## src/design/dqp_pkg.sv

```systemverilog
// Shared constants and codes for the DNS query question parser.
package dqp_pkg;

    localparam logic [7:0] MAX_NAME_LEN  = 8'd255;
    localparam logic [7:0] MAX_LABEL_LEN = 8'd63;
    localparam logic [3:0] HEADER_BYTES  = 4'd12;
    localparam logic [7:0] DOT_CHAR      = 8'd46;
    localparam int         HEADER_WORDS  = 6;

    typedef enum logic [1:0] {
        KIND_CHAR      = 2'd0,
        KIND_DONE      = 2'd1,
        KIND_LABEL_ERR = 2'd2,
        KIND_NAME_ERR  = 2'd3
    } kind_t;

endpackage

```

## src/design/dqp_if.sv

```systemverilog
// Valid/ready channel interfaces for message bytes and parse results.
interface dqp_byte_if;
    logic       valid;
    logic       ready;
    logic [7:0] byte_value;
    logic       start_of_message;

    modport source (output valid, output byte_value, output start_of_message, input ready);
    modport sink   (input valid, input byte_value, input start_of_message, output ready);
endinterface

interface dqp_result_if;
    logic        valid;
    logic        ready;
    logic [1:0]  kind;
    logic [7:0]  name_char;
    logic [7:0]  name_index;
    logic [15:0] message_id;
    logic [15:0] flags_word;
    logic [15:0] question_count;
    logic [15:0] answer_count;
    logic [15:0] authority_count;
    logic [15:0] additional_count;
    logic [15:0] query_type;
    logic [15:0] query_class;

    modport source (
        output valid, input ready,
        output kind, output name_char, output name_index,
        output message_id, output flags_word, output question_count,
        output answer_count, output authority_count, output additional_count,
        output query_type, output query_class
    );
    modport sink (
        input valid, output ready,
        input kind, input name_char, input name_index,
        input message_id, input flags_word, input question_count,
        input answer_count, input authority_count, input additional_count,
        input query_type, input query_class
    );
endinterface

```

## src/design/dns_query_question_parser_unit.sv

```systemverilog
// DNS query header and question parser: one message byte in, at most one result out.
//
// The parser takes one message byte per clock cycle. A byte with start_of_message
// set restarts parsing in any phase and counts as header byte 0. The first twelve
// bytes fill six big-endian header words, then the length-prefixed QNAME is
// decoded: every label byte comes out as a name character (kind 0) and every
// length byte after the first comes out as a dot, each with its position in the
// dotted name. A zero byte ends the name; QTYPE and QCLASS follow, and the last
// QCLASS byte produces one "done" transaction (kind 1) carrying all header words,
// QTYPE, QCLASS and the name length. A label longer than MAX_LABEL_LEN gives
// kind 2, a name reaching MAX_NAME_LEN bytes gives kind 3; after done or an error
// bytes are dropped until the next start. Each byte is handled by the phase/counter
// update feeding one result register, so a byte can be accepted every cycle; the
// result is registered and appears in the cycle after its byte. Input ready
// drops only while the result register holds a transaction the sink has not taken.
module dns_query_question_parser_unit (
    input  logic         clk,
    input  logic         rst_n,
    dqp_byte_if.sink     query,
    dqp_result_if.source result
);
    import dqp_pkg::*;

    typedef enum logic [2:0] {
        PH_IDLE,
        PH_HEADER,
        PH_FIRSTLEN,
        PH_NAME,
        PH_TYPE_HI,
        PH_TYPE_LO,
        PH_CLASS_HI,
        PH_CLASS_LO
    } phase_t;

    // Parser control state
    phase_t      phase_reg, phase_next;
    logic [3:0]  byte_cnt_reg, byte_cnt_next;
    logic [7:0]  label_rem_reg, label_rem_next;
    logic [7:0]  name_pos_reg, name_pos_next;

    // Message payload stores; each is written before the done result reads it
    logic [15:0] header_reg [HEADER_WORDS];
    logic [15:0] type_reg;
    logic [7:0]  class_hi_reg;

    // Result register
    logic        out_valid_reg;
    kind_t       kind_reg;
    logic [7:0]  char_reg;
    logic [7:0]  index_reg;
    logic [15:0] words_reg [HEADER_WORDS];
    logic [15:0] qtype_out_reg;
    logic [15:0] qclass_out_reg;

    // Per-byte decode
    logic        accept;
    phase_t      cur_phase;
    logic [3:0]  cur_cnt;
    logic [7:0]  cur_label;
    logic [7:0]  cur_pos;
    logic        hdr_we;
    logic        type_hi_we;
    logic        type_lo_we;
    logic        class_hi_we;
    logic        emit;
    kind_t       kind_next;
    logic [7:0]  char_next;
    logic [7:0]  index_next;
    logic        done_next;

    // Take a new byte whenever the result register is empty or being drained
    assign query.ready = !out_valid_reg || result.ready;
    assign accept      = query.valid && query.ready;

    always_comb
    begin
        // A start byte restarts the parser before the byte is decoded
        cur_phase = query.start_of_message ? PH_HEADER : phase_reg;
        cur_cnt   = query.start_of_message ? 4'd0 : byte_cnt_reg;
        cur_label = query.start_of_message ? 8'd0 : label_rem_reg;
        cur_pos   = query.start_of_message ? 8'd0 : name_pos_reg;

        phase_next     = cur_phase;
        byte_cnt_next  = cur_cnt;
        label_rem_next = cur_label;
        name_pos_next  = cur_pos;
        hdr_we         = 1'b0;
        type_hi_we     = 1'b0;
        type_lo_we     = 1'b0;
        class_hi_we    = 1'b0;
        emit           = 1'b0;
        done_next      = 1'b0;
        kind_next      = KIND_CHAR;
        char_next      = 8'd0;
        index_next     = 8'd0;

        case (cur_phase)
            PH_IDLE:
            begin
                // drop the byte
            end
            PH_HEADER:
            begin
                hdr_we = 1'b1;
                if (cur_cnt == HEADER_BYTES - 4'd1)
                begin
                    byte_cnt_next = 4'd0;
                    phase_next    = PH_FIRSTLEN;
                end
                else
                begin
                    byte_cnt_next = cur_cnt + 4'd1;
                end
            end
            PH_FIRSTLEN:
            begin
                if (query.byte_value == 8'd0)
                begin
                    phase_next = PH_TYPE_HI;
                end
                else if (query.byte_value > MAX_LABEL_LEN)
                begin
                    phase_next = PH_IDLE;
                    emit       = 1'b1;
                    kind_next  = KIND_LABEL_ERR;
                    char_next  = query.byte_value;
                end
                else
                begin
                    label_rem_next = query.byte_value;
                    name_pos_next  = 8'd0;
                    phase_next     = PH_NAME;
                end
            end
            PH_NAME:
            begin
                if (cur_pos >= MAX_NAME_LEN)
                begin
                    phase_next = PH_IDLE;
                    emit       = 1'b1;
                    kind_next  = KIND_NAME_ERR;
                    char_next  = query.byte_value;
                    index_next = cur_pos;
                end
                else if (query.byte_value == 8'd0)
                begin
                    phase_next = PH_TYPE_HI;
                end
                else if (cur_label == 8'd0)
                begin
                    // length byte: a dot, unless the label is too long
                    emit       = 1'b1;
                    index_next = cur_pos;
                    if (query.byte_value > MAX_LABEL_LEN)
                    begin
                        phase_next = PH_IDLE;
                        kind_next  = KIND_LABEL_ERR;
                        char_next  = query.byte_value;
                    end
                    else
                    begin
                        label_rem_next = query.byte_value;
                        kind_next      = KIND_CHAR;
                        char_next      = DOT_CHAR;
                        name_pos_next  = cur_pos + 8'd1;
                    end
                end
                else
                begin
                    label_rem_next = cur_label - 8'd1;
                    emit           = 1'b1;
                    kind_next      = KIND_CHAR;
                    char_next      = query.byte_value;
                    index_next     = cur_pos;
                    name_pos_next  = cur_pos + 8'd1;
                end
            end
            PH_TYPE_HI:
            begin
                type_hi_we = 1'b1;
                phase_next = PH_TYPE_LO;
            end
            PH_TYPE_LO:
            begin
                type_lo_we = 1'b1;
                phase_next = PH_CLASS_HI;
            end
            PH_CLASS_HI:
            begin
                class_hi_we = 1'b1;
                phase_next  = PH_CLASS_LO;
            end
            PH_CLASS_LO:
            begin
                emit       = 1'b1;
                done_next  = 1'b1;
                kind_next  = KIND_DONE;
                index_next = cur_pos;
                phase_next = PH_IDLE;
            end
            default:
            begin
                phase_next = PH_IDLE;
            end
        endcase
    end

    // Payload stores: header words, QTYPE and the QCLASS high byte
    always_ff @(posedge clk)
    begin
        if (accept)
        begin
            if (hdr_we)
            begin
                if (cur_cnt[0] == 1'b0)
                begin
                    header_reg[cur_cnt[3:1]] <= {query.byte_value, 8'd0};
                end
                else
                begin
                    header_reg[cur_cnt[3:1]] <= {header_reg[cur_cnt[3:1]][15:8],
                                                 query.byte_value};
                end
            end
            if (type_hi_we)
            begin
                type_reg <= {query.byte_value, 8'd0};
            end
            if (type_lo_we)
            begin
                type_reg <= {type_reg[15:8], query.byte_value};
            end
            if (class_hi_we)
            begin
                class_hi_reg <= query.byte_value;
            end
        end
    end

    // Parser state and result register
    always_ff @(posedge clk or negedge rst_n)
    begin
        if (!rst_n)
        begin
            phase_reg      <= PH_IDLE;
            byte_cnt_reg   <= 4'd0;
            label_rem_reg  <= 8'd0;
            name_pos_reg   <= 8'd0;
            out_valid_reg  <= 1'b0;
            kind_reg       <= KIND_CHAR;
            char_reg       <= 8'd0;
            index_reg      <= 8'd0;
            qtype_out_reg  <= 16'd0;
            qclass_out_reg <= 16'd0;
            for (int i = 0; i < HEADER_WORDS; i++)
            begin
                words_reg[i] <= 16'd0;
            end
        end
        else
        begin
            if (accept)
            begin
                phase_reg     <= phase_next;
                byte_cnt_reg  <= byte_cnt_next;
                label_rem_reg <= label_rem_next;
                name_pos_reg  <= name_pos_next;
                out_valid_reg <= emit;
                if (emit)
                begin
                    kind_reg       <= kind_next;
                    char_reg       <= char_next;
                    index_reg      <= index_next;
                    // header fields are zero except on the done transaction
                    qtype_out_reg  <= done_next ? type_reg : 16'd0;
                    qclass_out_reg <= done_next ? {class_hi_reg, query.byte_value} : 16'd0;
                    for (int i = 0; i < HEADER_WORDS; i++)
                    begin
                        words_reg[i] <= done_next ? header_reg[i] : 16'd0;
                    end
                end
            end
            else if (result.ready)
            begin
                out_valid_reg <= 1'b0;
            end
        end
    end

    assign result.valid            = out_valid_reg;
    assign result.kind             = kind_reg;
    assign result.name_char        = char_reg;
    assign result.name_index       = index_reg;
    assign result.message_id       = words_reg[0];
    assign result.flags_word       = words_reg[1];
    assign result.question_count   = words_reg[2];
    assign result.answer_count     = words_reg[3];
    assign result.authority_count  = words_reg[4];
    assign result.additional_count = words_reg[5];
    assign result.query_type       = qtype_out_reg;
    assign result.query_class      = qclass_out_reg;

`ifndef SYNTHESIS
    // The last QCLASS byte always yields a done transaction
    a_done_after_class: assert property (@(posedge clk) disable iff (!rst_n)
        accept && !query.start_of_message && phase_reg == PH_CLASS_LO
        |=> out_valid_reg && kind_reg == KIND_DONE)
        else $error("missing done result after QCLASS");

    // Header byte counter never leaves the header range
    a_cnt_range: assert property (@(posedge clk) disable iff (!rst_n)
        byte_cnt_reg < HEADER_BYTES)
        else $error("header byte counter out of range");

    // Name characters stay inside the name length limit
    a_char_index: assert property (@(posedge clk) disable iff (!rst_n)
        out_valid_reg && kind_reg == KIND_CHAR |-> index_reg < MAX_NAME_LEN)
        else $error("name character index past limit");

    // An empty result register never blocks the input
    a_ready_when_empty: assert property (@(posedge clk) disable iff (!rst_n)
        !out_valid_reg |-> query.ready)
        else $error("input stalled with empty result register");
`endif

endmodule
```

## src/flat_wrapper.sv

```systemverilog
// flat-port wrapper written by rule: the top's interface ports become plain ports
module dns_query_question_parser_unit_flat import dqp_pkg::*;
  (clk, rst_n, query_valid, query_byte_value, query_start_of_message, query_ready, result_valid, result_ready, result_kind, result_name_char, result_name_index, result_message_id, result_flags_word, result_question_count, result_answer_count, result_authority_count, result_additional_count, result_query_type, result_query_class);
  dqp_byte_if query_i ();
  dqp_result_if result_i ();
  input  logic clk;
  input  logic rst_n;
  input wire logic [$bits(query_i.valid)-1:0] query_valid;
  input wire logic [$bits(query_i.byte_value)-1:0] query_byte_value;
  input wire logic [$bits(query_i.start_of_message)-1:0] query_start_of_message;
  output wire logic [$bits(query_i.ready)-1:0] query_ready;
  output wire logic [$bits(result_i.valid)-1:0] result_valid;
  input wire logic [$bits(result_i.ready)-1:0] result_ready;
  output wire logic [$bits(result_i.kind)-1:0] result_kind;
  output wire logic [$bits(result_i.name_char)-1:0] result_name_char;
  output wire logic [$bits(result_i.name_index)-1:0] result_name_index;
  output wire logic [$bits(result_i.message_id)-1:0] result_message_id;
  output wire logic [$bits(result_i.flags_word)-1:0] result_flags_word;
  output wire logic [$bits(result_i.question_count)-1:0] result_question_count;
  output wire logic [$bits(result_i.answer_count)-1:0] result_answer_count;
  output wire logic [$bits(result_i.authority_count)-1:0] result_authority_count;
  output wire logic [$bits(result_i.additional_count)-1:0] result_additional_count;
  output wire logic [$bits(result_i.query_type)-1:0] result_query_type;
  output wire logic [$bits(result_i.query_class)-1:0] result_query_class;
  assign query_i.valid = query_valid;
  assign query_i.byte_value = query_byte_value;
  assign query_i.start_of_message = query_start_of_message;
  assign query_ready = query_i.ready;
  assign result_valid = result_i.valid;
  assign result_i.ready = result_ready;
  assign result_kind = result_i.kind;
  assign result_name_char = result_i.name_char;
  assign result_name_index = result_i.name_index;
  assign result_message_id = result_i.message_id;
  assign result_flags_word = result_i.flags_word;
  assign result_question_count = result_i.question_count;
  assign result_answer_count = result_i.answer_count;
  assign result_authority_count = result_i.authority_count;
  assign result_additional_count = result_i.additional_count;
  assign result_query_type = result_i.query_type;
  assign result_query_class = result_i.query_class;
  dns_query_question_parser_unit u_core (.clk(clk), .rst_n(rst_n), .query(query_i), .result(result_i));
endmodule
```

## config.mk

```make
export PLATFORM = sky130hd
export DESIGN_NAME = dns_query_question_parser_unit_flat
export DESIGN_NICKNAME = d
export VERILOG_FILES = /design/src/design/dqp_pkg.sv /design/src/design/dqp_if.sv /design/src/design/dns_query_question_parser_unit.sv /design/src/flat_wrapper.sv
export SDC_FILE = /design/constraint.sdc
export NUM_CORES = 1
export LEC_CHECK = 0
export BUFFER_PORTS_ARGS = -buffer_cell sky130_fd_sc_hd__buf_2
export CORE_MARGIN = 5
export CORE_UTILIZATION = 62
export CTS_CLUSTER_DIAMETER = 30
export CTS_CLUSTER_SIZE = 16
export DETAILED_ROUTE_END_ITERATION = 7
export GPL_TIMING_DRIVEN = 0
export PLACE_DENSITY = 0.83
export SETUP_SLACK_MARGIN = 0.02
export SYNTH_ARGS = -nofsm -noshare
export SYNTH_HDL_FRONTEND = slang
export SYNTH_SLANG_ARGS = --single-unit
```

## constraint.sdc

```tcl
create_clock -name clk -period 4.4 [get_ports clk]
set_clock_uncertainty 0.15 [all_clocks]
set_input_delay 0.22 -clock clk [delete_from_list [all_inputs] [get_ports clk]]
set_output_delay 0.22 -clock clk [all_outputs]
set_load 0.05 [all_outputs]
```

# Word-level counts from Yosys, hierarchy flattened
# Memories as Yosys holds them, arrays and structs flattened.
# Cells that the tools add are included.
# totals
reg_bits	194
ram_bits	96
in_bits	13
output_inout_bits	148
elab_cells	124
memories	1
# mem_list
memory	depth	word_bits	read_ports	rd_clocked_by_memory_dff	wr	line_no	rtl
u_core.header_reg	6	16	6	0	1	dns_query_question_parser_unit.sv:42	logic [15:0] header_reg [HEADER_WORDS];
# classes
n_addsub	3
order_cmp	2
eq_ne	9
muxes	75
bitwise	3
reduce_logical	12
# op_table
cell	n
8-bit two-way mux	25
16-bit two-way mux	8
8-bit one-hot mux with 2 select lines	4
3-bit two-way mux	7
3-bit one-hot mux with 7 select lines	1
1-bit two-way mux	19
8-bit zero test	2
3-bit == test, second input constant	4
2-bit two-way mux	6
4-bit two-way mux	3
8-bit by 1-bit adder with 8-bit output, second input constant	1
8-bit greater-or-equal comparator, second input constant	1
8-bit by 6-bit > comparator with 1-bit output, second input constant	1
2-bit AND reduction	4
8-bit by 1-bit subtractor with 8-bit output, second input constant	1
3-bit by 2-bit == test with 1-bit output, second input constant	2
2-bit one-hot mux with 3 select lines	1
4-bit by 1-bit adder with 4-bit output, second input constant	1
4-bit == test, second input constant	1
2-bit nonzero test	2
3-bit by 1-bit == test with 1-bit output, second input constant	1
1-bit one-hot mux with 3 select lines	1
3-bit AND reduction	1
1-bit OR	2
5 further kinds	5

# Longest topological paths before layout
# Gate-level depths: netlist of run 1.
# logic_depth
depth_word	8
ltp_mapped	14
ltp_nobuf	8

# Least setup slack after synthesis of run 1
# Ideal clock, no wire load.
# synth_path
path_type	register to register
from	reg u_core.out_valid_reg (netlist: u_core.result.valid)
to	mem u_core.header_reg[2][0], enable pin
setup_time_ps	395
arrival_ps	2713
setup_slack_ps	1142
stages_incl_launch_ff	6
n_path_buf	1
period_less_slack_ps	3258
path_cell_list	dfrtp_1 nand2b_1 and2_0 clkbuf_1 o21ai_0 nor4_1
# synth_between
elab_chain_cells	6
elab_cells_between_ends	8
cone_classes	mux (4); bitwise (1); reduce/logical (3)
# synth_lines
element	line_no	rtl
start: declaration	dns_query_question_parser_unit.sv:47	logic out_valid_reg;
start signal: assignment	dns_query_question_parser_unit.sv:268	out_valid_reg <= emit;
1-bit zero test (*)	dns_query_question_parser_unit.sv:72	assign query.ready = !out_valid_reg || result.ready;
1-bit logical OR (*)	dns_query_question_parser_unit.sv:72	
via query_ready	flat_wrapper.sv:11	output wire logic [$bits(query_i.ready)-1:0] query_ready;
1-bit logical AND (*)	dns_query_question_parser_unit.sv:73	assign accept = query.valid && query.ready;
1-bit two-way mux	dns_query_question_parser_unit.sv:211	if (accept)
1-bit two-way mux (on tied branches)	dns_query_question_parser_unit.sv:217, dns_query_question_parser_unit.sv:221	
1-bit OR (no line) (*)	-	
end: declaration	dns_query_question_parser_unit.sv:42	
# Mark *: on every way through the listed nets, which the timed path passes. The rest lies on a longest branch.

# Worst setup path in the final report of run 1
# layout_path
from	in query_start_of_message
to	reg u_core.label_rem_reg[2]
# layout_between
elab_chain_cells	6
elab_cells_between_ends	14
cone_classes	add/sub (1); order compare (1); eq/ne (2); mux (9); reduce/logical (1)
# layout_lines
element	line_no	rtl
start: declaration	flat_wrapper.sv:10	input wire logic [$bits(query_i.start_of_message)-1:0] query_start_of_message;
8-bit two-way mux	dns_query_question_parser_unit.sv:80	cur_label = query.start_of_message ? 8'd0 : label_rem_reg;
8-bit by 1-bit subtractor with 8-bit output, or another cell as far along	dns_query_question_parser_unit.sv:170	label_rem_next = cur_label - 8'd1;
8-bit two-way mux	dns_query_question_parser_unit.sv:149	else if (cur_label == 8'd0)
8-bit two-way mux	dns_query_question_parser_unit.sv:145	else if (query.byte_value == 8'd0)
8-bit two-way mux	dns_query_question_parser_unit.sv:137	if (cur_pos >= MAX_NAME_LEN)
8-bit one-hot mux with 2 select lines (*)	dns_query_question_parser_unit.sv:97	case (cur_phase)
end signal: assignment	dns_query_question_parser_unit.sv:266	label_rem_reg <= label_rem_next;
end: declaration	dns_query_question_parser_unit.sv:38	logic [7:0] label_rem_reg, label_rem_next;
# Mark *: on every way between the ends. The rest lies on a longest branch, timed or not.
# A chain may end at the register's enable or synchronous reset.

==> metrics.yaml, run 1 <==
finish:
  area_delta_synth_final_pct: 25.1
  layout.nets: 1281
  drive_above_1_share_pct: 22.4
  layout.filler_cells: 1101
  largest_register_ff_count: 96
  mostFrequentLayoutCells: "nand2_1 (300), buf_2 (171), dfrtp_1 (170)"
  insertedDiodeCount: 0
  layout_commonest_cell: "nand2_1"
yosys:
  synth_fp_nets: 1063
  synth.cell_area_um2: 11600
  synth_seq_area_share_pct: 67.5
  synth_top_flop_cell: "dfrtp_1"
  number_of_enable_type_register_cells_in_the_synthesized_netlist: 120
  postSynthAreaPerCell_um2: 11.1
  synth_async_reset_ratio_pct: 58.6
  warning_count_from_the_yosys_run: 0
  netlist-cell-type-count: 71
  synth_cells: 1045
  synth-seq-cells: 290
sta:
  worst_slew_margin_rel_pct: 10.8
  timing_worst_slew_pin_value_ps: 1330
  totalNegativeSetupSlack_ps: 0
  fin_crit_ps: 4130
  grt_setup_unrepaired: "false"
  report.final.setup_viol: 0
  fmax_achieved_mhz: 242
  final_max_slew_violation_count: 0
  timing.final.ws_setup_ps: 272
  fin_crit_sh_pct: 93.8
  finalHoldViolCount: 0
placed_design:
  buffer_ports.inserted: 160
  dp_worst_setup_slack_ps: 197
  place_congestion: 0.973
  hpwl_mm: 20.3
die:
  floorplan.initialDensity_pct: 62.7
  die_height_um: 147
  std_cell_rows: 50
  dieArea_um2: 21600
  placeableCoreArea_um2: 18600
  io_pins: 161
  fp.dieW_um: 147
setup_path:
  rr_startpoint: "u_core.result.valid"
  worst_path_arrival_ps: 4390
  critical_path_peak_fanout: 10
  start_kind: "input pin"
  worst_ep_required_time_ps: 4660
  setup.worst_path.end_class: "register"
  crit_path_start: "query_start_of_message"
  criticalPathCategory: "in2reg"
detailed_routing:
  drtIter0Drc: 1058
  drc: 0
  drt.antenna.violating_nets: 0
  postRouteWirelength_mm: 32.6
  number_of_vias_in_the_routed_layout: 9336
  dr.pass1.iters: 6
  post_drt_via_cell_ratio: 6.08
  route.detailed.wl_per_inst_um: 21.3
cts:
  tritoncts.num_buffers: 46
  clk_transition_reported_paths_ps: 60
  clock_tree_from_tritoncts: "done"
  cts_setup_buffers: 0
  cts-root-buf: "clkbuf_16"
  cts_sinks: 290
  htree_levels: 2
  cts_max_path_buffers: 3
  worstSkewPairLatency_ps: 550
power:
  leakagePower_nw: 6.26
  comb_power_share_pct: 2.9
  maximum_resistive_drop_on_vdd_mv: 0.371
  power_frac_clock_pct: 55.8
  share_seq_of_total_power_pct: 41.4
  power.share.switching_pct: 21.6
  p_sw_mw: 1.50
  power_per_cell_area_nw_per_um2: 477
  intPower_mw: 5.46
run_status:
  outcome: "completed"
global_route:
  grt_use_total_pct: 30.6
  first_pass_grt_wire_length_mm: 51.8
  largest_net_degree_at_the_start_of_global_routing: 117
  grt.overflow.total: 0
  vias_in_the_first_global_route: 9468
  grt_antenna_before_repair: 0
hold_path:
  worst_min_path_start: "query_byte_value[4]"
  timing.hold.worst.class: "in2reg"
run:
  cap_violations: 0
==> routing by layer <==
metal	track usage [%]	up-vias	wire length [µm]
li1	-	4103	-
met1	40.0	4581	12300
met4	12.2	0	1340
met5	0	-	0
met2	50.6	549	16000
met3	6.63	103	3020
==> final cells by class <==
type | instances | area (µm²) | area share (%)
Buffer | 67 | 325 | 2.23
Timing Repair Buffer | 170 | 921 | 6.32
Inverter | 10 | 37.5 | 0.257
Multi-Input combinational cell | 678 | 3450 | 23.7
Sequential cell | 290 | 7860 | 53.9
Clock inverter | 28 | 384 | 2.63
Clock buffer | 58 | 1310 | 8.99
Tap cell | 234 | 293 | 2.01
==> cell families after synthesis <==
kind of cell | share of synthesized area [%]
AO/OA/AOI/OAI | 12.5
multiplexers | 0.269
AND/OR/NAND/NOR | 16.0
adder cells (fa/ha/maj) | 0.537
buffers and inverters | 3.10
XOR/XNOR | 0.0752
flip-flops | 67.5
==> cell usage after synthesis, drive strengths merged (8+ instances only) <==
cell    instances  area [µm²]
clkbuf         41         160
buf            26         164
nor2           37         141
edfxtp        120        3600
inv            10        37.5
nand3           8        45.0
o21ai         162         811
nand2         300        1130
dfrtp         170        4250
and2           13        81.3
and3           15        93.8
a21oi          18        90.1
nor3           16        90.1
==> through the flow <==
step	power [mW]	hold slack [ps]	area (µm²)	cells	utilization [%]
floorplan	3.01	-226	11600	1045	-
global placement	3.10	311	12700	1439	68.6
detailed placement	3.12	8.57	12800	1442	68.9
CTS	6.97	0.483	14600	1535	78.5
global route	7.13	21.2	14600	1535	78.5
finish	6.96	23.0	14600	1535	78.5
==> power groups by stage <==
stage | combinational (mW) | sequential [mW] | clock, mW
2_1_floorplan | 0.0865 | 2.92 | 0
3_3_place_gp | 0.181 | 2.92 | 0
3_5_place_dp | 0.191 | 2.93 | 0
4_1_cts | 0.196 | 2.88 | 3.90
5_1_grt | 0.217 | 2.88 | 4.04
6_report | 0.199 | 2.88 | 3.88
==> path summary, 6_finish.rpt <==
| check | endpoint | cells after the start | slack [ps] |
|---|---|---|---|
| worst max-delay path | u_core.label_rem_reg[2] | 14 | 270 |
| worst min-delay path | u_core.header_reg[2][12] | 1 | 20 |
| worst max register to register | u_core.header_reg[1][8] | 5 | 1240 |
| worst min register to register | u_core.result.message_id[6] | 2 | 330 |
| max in group asynchronous | u_core.name_pos_reg[3] | 3 | 3130 |
| min in group asynchronous | u_core.result.additional_count[0] | 2 | 30 |
==> timing repair <==
item	in CTS	in global routing
hold endpoints to repair	187	0
hold buffers	7	0
endpoints found under the setup margin	0	17
resized for setup	0	1
==> critical path, cell delays in order <==
cell           delay (ps)
dlygate4sd3_1         540
buf_2                 170
buf_2                 260
clkbuf_1              390
clkbuf_1              500
clkbuf_2              410
nor2_1                 90
ha_1                  250
nand4_1               200
or2_0                 150
clkbuf_1              410
o2111ai_2             350
a221oi_1              370
nor3_1                 80
Power figures use the tool's default switching activity.
==> run 2, diff against run 1 <==
Settings changed: ABC_AREA set to 1, ABC_CLOCK_PERIOD_IN_PS set to 4400.
==> run 2 against run 1 <==
Net effect: the flow now finishes with violations (DRC); worst hold slack improved by 53 ps; sequential power about the same; critical path type is now reg2reg; setup slack improved by 650 ps; area after synthesis is 4.2% higher; synthesized cell count grew 11%; count of clock-buffer cells in the layout fell by 10.
==> metrics.yaml, run 2 <==
detailed_routing:
  drtIter0Drc: 832  # -21%
  dr.pass1.iters: 8  # +2
  drt.antenna.violating_nets: 0  # unchanged
  post_drt_via_cell_ratio: 5.72  # -6.0%
  number_of_vias_in_the_routed_layout: 9610  # +2.9%
  drc: 2  # +2
  route.detailed.wl_per_inst_um: 19.4  # -8.6%
  postRouteWirelength_mm: 32.7  # +0.11%
finish:
  multi_input_area_um2: 3640  # +5.4%
  drive_above_1_share_pct: 27.1  # +4.7 points
  largest_register_ff_count: 96  # unchanged
  mostFrequentLayoutCells: "nand2_1 (395), dfrtp_1 (170), buf_2 (167)"
  sequential_cell_area_in_the_final_layout_um2: 7860  # unchanged
  layout_commonest_cell: "nand2_1"
  layout.nets: 1398  # +9.1%
  layout.filler_cells: 1160  # +5.4%
  insertedDiodeCount: 0  # unchanged
  final_core_utilization_pct: 77.0  # -1.4 points
  area_delta_synth_final_pct: 22.7
global_route:
  largest_net_degree_at_the_start_of_global_routing: 100  # -15%
  grt.overflow.total: 0  # unchanged
  grt_use_total_pct: 29.3  # -1.2 points
  vias_in_the_first_global_route: 9574  # +1.1%
  grt_antenna_before_repair: 0  # unchanged
  first_pass_grt_wire_length_mm: 50.7  # -2.0%
sta:
  timing_worst_slew_pin_value_ps: 1440  # +116 ps
  fin_crit_ps: 3470  # -654 ps
  worst_slew_margin_rel_pct: 3.01  # -7.8 points
  grt_setup_unrepaired: "false"
  final_max_slew_violation_count: 0  # unchanged
  fmax_achieved_mhz: 288  # +19%
  totalNegativeSetupSlack_ps: 0  # unchanged
  report.final.setup_viol: 0  # unchanged
  fin_crit_sh_pct: 78.9  # -15 points
  finalHoldViolCount: 0  # unchanged
yosys:
  synth_cells: 1163  # +11%
  post_synth_and_or_nand_nor_area_fraction_pct: 17.7  # +1.7 points
  synth_mux_area_share_pct: 0  # -0.27 points
  synth_top_family_by_area: "simple AND/OR/NAND/NOR gates"
  synth-compound-area-share_pct: 11.8  # -0.77 points
  library_cell_with_the_largest_summed_area_after_synthesis: "dfrtp_1"
  synth_fa_ha_area_share_pct: 0.516  # -0.021 points
  synth_top_flop_cell: "dfrtp_1"
  cell_with_the_most_instances_after_synthesis: "nand2_1"
  postSynthAreaPerCell_um2: 10.4  # -6.4%
  synth-seq-cells: 290  # unchanged
  warning_count_from_the_yosys_run: 0  # unchanged
  synthTopCellsByArea: "dfrtp_1 (35%), edfxtp_1 (30%), nand2_1 (12%)"
  post-synth-top-area-fraction_pct: 35.1  # -1.5 points
  synth_async_reset_ratio_pct: 58.6  # unchanged
  netlist-cell-type-count: 35  # -51%
  synth_fp_nets: 1181  # +11%
  synth_seq_area_share_pct: 64.8  # -2.7 points
  number_of_enable_type_register_cells_in_the_synthesized_netlist: 120  # unchanged
  synth.cell_area_um2: 12100  # +4.2%
  synth_xor_xnor_area_share_pct: 0  # -0.075 points
  ys_top_cells_by_count: "nand2_1 (395), dfrtp_1 (170), edfxtp_1 (120)"
setup_path:
  worst_path_arrival_ps: 3480  # -910 ps
  critPathMaxStageDelay_ps: 1090  # +550 ps
  start_kind: "register"
  crit_chain: "inv_1, nor2_1, nor3_1, ha_1, o21ai_0, nor3_1"
  setup.worst_path.end_class: "register"
  critPathMostFrequentCell: "nor3_1"
  slowest_stage: "nor3_1"
  critPathBufInv: 1  # -6
  criticalPathCategory: "reg2reg"
  path_delay_family: "simple AND/OR/NAND/NOR gates"
  worst_ep_required_time_ps: 4410  # -250 ps
  critical_path_peak_fanout: 8  # -2
power:
  maximum_resistive_drop_on_vdd_mv: 0.305  # -18%
  power_per_cell_area_nw_per_um2: 447  # -6.4%
  leakagePower_nw: 6.59  # +5.2%
placed_design:
  place_congestion: 0.980  # +0.73%
  buffer_ports.inserted: 160  # unchanged
  hpwl_mm: 20.4  # +0.34%
cts:
  htree_levels: 2  # unchanged
  cts_sinks: 290  # unchanged
  cts-root-buf: "clkbuf_16"
  clk_transition_reported_paths_ps: 60  # about the same
  tritoncts.num_buffers: 44  # -4.3%
  cts_setup_buffers: 0  # unchanged
  worstSkewPairLatency_ps: 550  # about the same
  ctsResizeCount: 0  # unchanged
  cts_max_path_buffers: 3  # unchanged
  clock_tree_from_tritoncts: "done"
die:
  floorplan.initialDensity_pct: 62.8  # +0.064 points
  die_height_um: 150  # +1.9%
  io_pins: 161  # unchanged
  std_cell_rows: 51  # +2.0%
  fp.dieW_um: 150  # +1.9%
  dieArea_um2: 22500  # +3.9%
  placeableCoreArea_um2: 19300  # +4.1%
hold_path:
  timing.hold.worst.class: "in2async"
run:
  cap_violations: 0  # unchanged
run_status:
  violations: "DRC"
  outcome: "finished, violations left"
## run 2: cell types whose count changed in the layout (fill, tap and decap cells not counted), sizes merged, moves of 8 or more
cell,delta
and3,-15
nand2,+100
nand3,+18
clkbuf,-32
buf,+8
nor2,+53
inv,+54
and2,-13
clkinvlp,+11
a21oi,+11
o21ai,+19
## run 2: cells by family (layout without fill, tap and decap cells)
group           count (synthesis)  in the layout
compound gates                220            220
fa+ha+maj                       5              5
buf+inv                       117            370
flops                         290            290
simple gates                  531            531
## run 2: metal layers
metal / global-route usage, % / vias up / share of wire (%) / wire length, µm
met5: 0 / - / 0 / 0
met4: 11.8 / 0 / 4.3 / 1420
met3: 6.00 / 121 / 10 / 3260
met2: 48.9 / 601 / 48 / 15800
met1: 38.0 / 4587 / 37 / 12200
li1: - / 4301 / - / -
## run 2: through the flow
stage	setup WS [ps]	instances	instance area [µm²]	power (mW)	hold slack, ps
global route	692	1681	14900	6.84	126
detailed placement	1130	1589	13300	3.26	55.1
floorplan	1480	1163	12100	3.13	-226
CTS	962	1681	14900	6.67	73.8
finish	926	1681	14900	6.65	76.3
global placement	338	1588	13300	3.25	310
## run 2: power breakdown
group | total (mW) | switching (mW) | internal (mW)
Combinational | 0.319 | 0.246 | 0.0731
Sequential | 2.91 | 0.0311 | 2.88
Clock | 3.42 | 1.35 | 2.07
Total | 6.65 | 1.63 | 5.03
## run 2: what timing repair did
item / 4_1_cts / 5_1_grt
hold buffers: 10 / 0
endpoints found under the setup margin: 0 / 0
endpoints found under the hold margin: 118 / 0
## run 2: path summary, 6_finish.rpt
check | startpoint | to | slack, ps | depth (start not counted)
min | rst_n | u_core.result.question_count[1] | 80 | 2
max in group asynchronous | rst_n | u_core.label_rem_reg[1] | 3140 | 3
min reg2reg | u_core.result.query_class[3] | u_core.result.query_class[3] | 320 | 2
max | u_core.phase_reg[2] | u_core.header_reg[4][6] | 930 | 6
max reg2reg | u_core.phase_reg[2] | u_core.header_reg[4][6] | 930 | 6
min in group clk | query_start_of_message | u_core.name_pos_reg[4] | 90 | 6
## run 2: layout make-up
class                           instances  share of cell area, %
Clock buffer                           48                   7.77
Buffer                                 55                   2.72
Clock inverter                         34                   2.22
Tap cell                              265                   2.23
Inverter                               62                   1.58
Multi-Input combinational cell        756                   24.4
Timing Repair Buffer                  171                   6.30
Sequential cell                       290                   52.8
==> run 3, diff against run 2 <==
Settings changed: ABC_CLOCK_PERIOD_IN_PS 4400 to 2800, CORE_UTILIZATION 62 to 52, PLACE_DENSITY 0.83 to 0.74.
Clock period 4.4 ns to 2.8 ns, I/O delays scaled along.
==> run 3 against run 2 <==
Net effect: the flow finishes with violations (setup timing); wire length fell by 0.35%; critical path depth did not move; die area rose by 18%; global-route usage fell by 4.8 points; largest power group unchanged; highest routed layer unchanged.
==> metrics.yaml, run 3 (synthesized netlist as in run 2, its figures left out) <==
sta:
  grt_setup_unrepaired: "true"
  fin_crit_ps: 2800  # -669 ps
  finalHoldViolCount: 0  # unchanged
  timing_worst_slew_pin_value_ps: 999  # -445 ps
  report.final.setup_viol: 2  # +2
  worst_slew_margin_rel_pct: 33.0  # +30 points
  fmax_achieved_mhz: 357  # +24%
  final_max_slew_violation_count: 0  # unchanged
  fin_crit_sh_pct: 100  # +21 points
  timing.final.ws_setup_ps: -4.86  # -931 ps
global_route:
  largest_net_degree_at_the_start_of_global_routing: 92  # -8.0%
  first_pass_grt_wire_length_mm: 50.5  # -0.49%
  vias_in_the_first_global_route: 9284  # -3.0%
  grt.overflow.total: 0  # unchanged
  grt_use_met2_pct: 39.7  # -9.2 points
  peak_usage_layer_in_the_global_routing_report: "met2"
  grt_antenna_before_repair: 0  # unchanged
  met3_use_gr_pct: 4.58  # -1.4 points
  gr-usage-met1_pct: 32.9  # -5.1 points
  grt_use_total_pct: 24.5  # -4.8 points
finish:
  layout.nets: 1417  # +1.4%
  largest_register_ff_count: 96  # unchanged
  area_delta_synth_final_pct: 28.0
  insertedDiodeCount: 0  # unchanged
  mostFrequentLayoutCells: "nand2_1 (395), dfrtp_1 (170), buf_2 (167)"
  layout_commonest_cell: "nand2_1"
  layout.filler_cells: 1692  # +46%
  instances_no_fill: 1756  # +4.5%
  drive_above_1_share_pct: 29.1  # +2.0 points
die:
  die_height_um: 163  # +8.6%
  floorplan.initialDensity_pct: 53.3  # -9.5 points
  io_pins: 161  # unchanged
  dieArea_um2: 26500  # +18%
  std_cell_rows: 55  # +7.8%
  fp.dieW_um: 163  # +8.6%
  placeableCoreArea_um2: 22800  # +18%
setup_path:
  setup.worst_path.end_class: "register"
  start_kind: "register"
  ff2ff_setup_slack_ps: -5  # -930 ps
  worst_ep_required_time_ps: 2910  # -1500 ps
  critical_path_peak_fanout: 10  # +2
  crit-reg2reg-capture: "u_core.header_reg[0][1]"
  worst_path_arrival_ps: 2910  # -570 ps
  criticalPathCategory: "reg2reg"
  rr_startpoint: "u_core.result.valid"
  worst_r2r_path_depth: 6  # unchanged
  crit_path_start: "u_core.result.valid"
cts:
  cts_max_path_buffers: 3  # unchanged
  clk_transition_reported_paths_ps: 40  # -20 ps
  worstSkewPairLatency_ps: 560  # about the same
  htree_levels: 2  # unchanged
  cts_sinks: 290  # unchanged
  clock_tree_from_tritoncts: "done"
  cts-root-buf: "clkbuf_16"
  tritoncts.num_buffers: 54  # +23%
detailed_routing:
  route.detailed.wl_per_inst_um: 18.5  # -4.6%
  dr.pass1.iters: 6  # -2
  drt.antenna.violating_nets: 0  # unchanged
  post_drt_via_cell_ratio: 5.28  # -7.6%
  postRouteWirelength_mm: 32.6  # -0.35%
  number_of_vias_in_the_routed_layout: 9271  # -3.5%
  drc: 0  # -2
  drtIter0Drc: 740  # -11%
hold_path:
  min_to: "u_core.name_pos_reg[5]"
  timing.hold.worst.class: "in2reg"
  min_delay_path_depth: 5
  worst_min_path_start: "query_start_of_message"
power:
  leakagePower_nw: 6.88  # +4.5%
  maximum_resistive_drop_on_vdd_mv: 0.446  # +46%
  finalPower_mw: 11.6  # +75%
  power_per_cell_area_nw_per_um2: 750  # +68%
run_status:
  violations: "setup timing"
  outcome: "finished, violations left"
run:
  cap_violations: 0  # unchanged
placed_design:
  placed_cells_incl_taps: 1637  # +3.0%
  place_congestion: 0.929  # -5.2%
  hpwl_mm: 21.0  # +3.0%
  buffer_ports.inserted: 160  # unchanged
## run 3: cell types whose count changed in the layout (fill, tap and decap cells not counted), sizes merged
| cell | change |
|---|---|
| inv | -4 |
| bufinv | +5 |
| dlygate4sd3 | +1 |
| clkbuf | +23 |
| clkinv | +4 |
| clkinvlp | -10 |
| buf | +8 |
## run 3: critical path, stage by stage (launching register included)
cell,delay (ps)
dfrtp_1,370
nand2_1,100
nand2_1,190
inv_1,270
buf_1,430
nand2_1,390
nor2_2,610
## run 3: where the power goes
| part | leakage (nW) | switching, mW | internal (mW) |
|---|---|---|---|
| logic | 2.52 | 0.403 | 0.122 |
| clock network | 0.909 | 2.15 | 4.38 |
| registers | 3.45 | 0.0526 | 4.54 |
| total | 6.88 | 2.61 | 9.04 |
## run 3: worst max-delay path by stage
stage / depth (start not counted) / slack [ps] / endpoint
finish: 6 / -5 / u_core.header_reg[0][1]
global route: 6 / -150 / u_core.header_reg[0][1]
CTS: 6 / -200 / u_core.header_reg[0][6]
detailed placement: 6 / -540 / u_core.header_reg[4][6]
global placement: 1 / -1260 / u_core.result.query_class[1]
floorplan: 6 / -120 / u_core.header_reg[4][10]
## run 3: final cells by class
type,instances,area [µm²],share of cell area [%]
plain buffers,55,405,2.61
clock buffers,71,1490,9.57
clock inverters,29,378,2.43
inverters,62,235,1.51
multi-input cells,756,3740,24.0
flip-flops and latches,290,7860,50.6
well taps,313,392,2.52
repair buffers,180,1050,6.73
## run 3: routing by layer
metal  vias to the layer above  routed length (µm)
met3                        87                2300
met1                      4471               13400
met2                       380               15600
met4                         0                1250
li1                       4333                   -
met5                         -                   0
## run 3: through the flow
step	area [µm²]	TNS (ps)	setup slack [ps]	hold WS (ps)	util, %
global route	15500	-5780	-147	65.9	68.2
finish	15500	-5.01	-4.86	37.0	68.2
CTS	15500	-9220	-200	0.636	67.8
floorplan	12100	-1860	-116	-306	-
global placement	13300	-233130	-1260	279	58.5
detailed placement	13400	-24700	-539	65.3	58.7
## run 3: what timing repair did
action,4_1_cts,5_1_grt
hold buffers,11,0
setup endpoints to repair,144,112
gates resized for setup,18,10
pin swaps,4,2
endpoints found under the hold margin,170,0
setup buffers,4,3
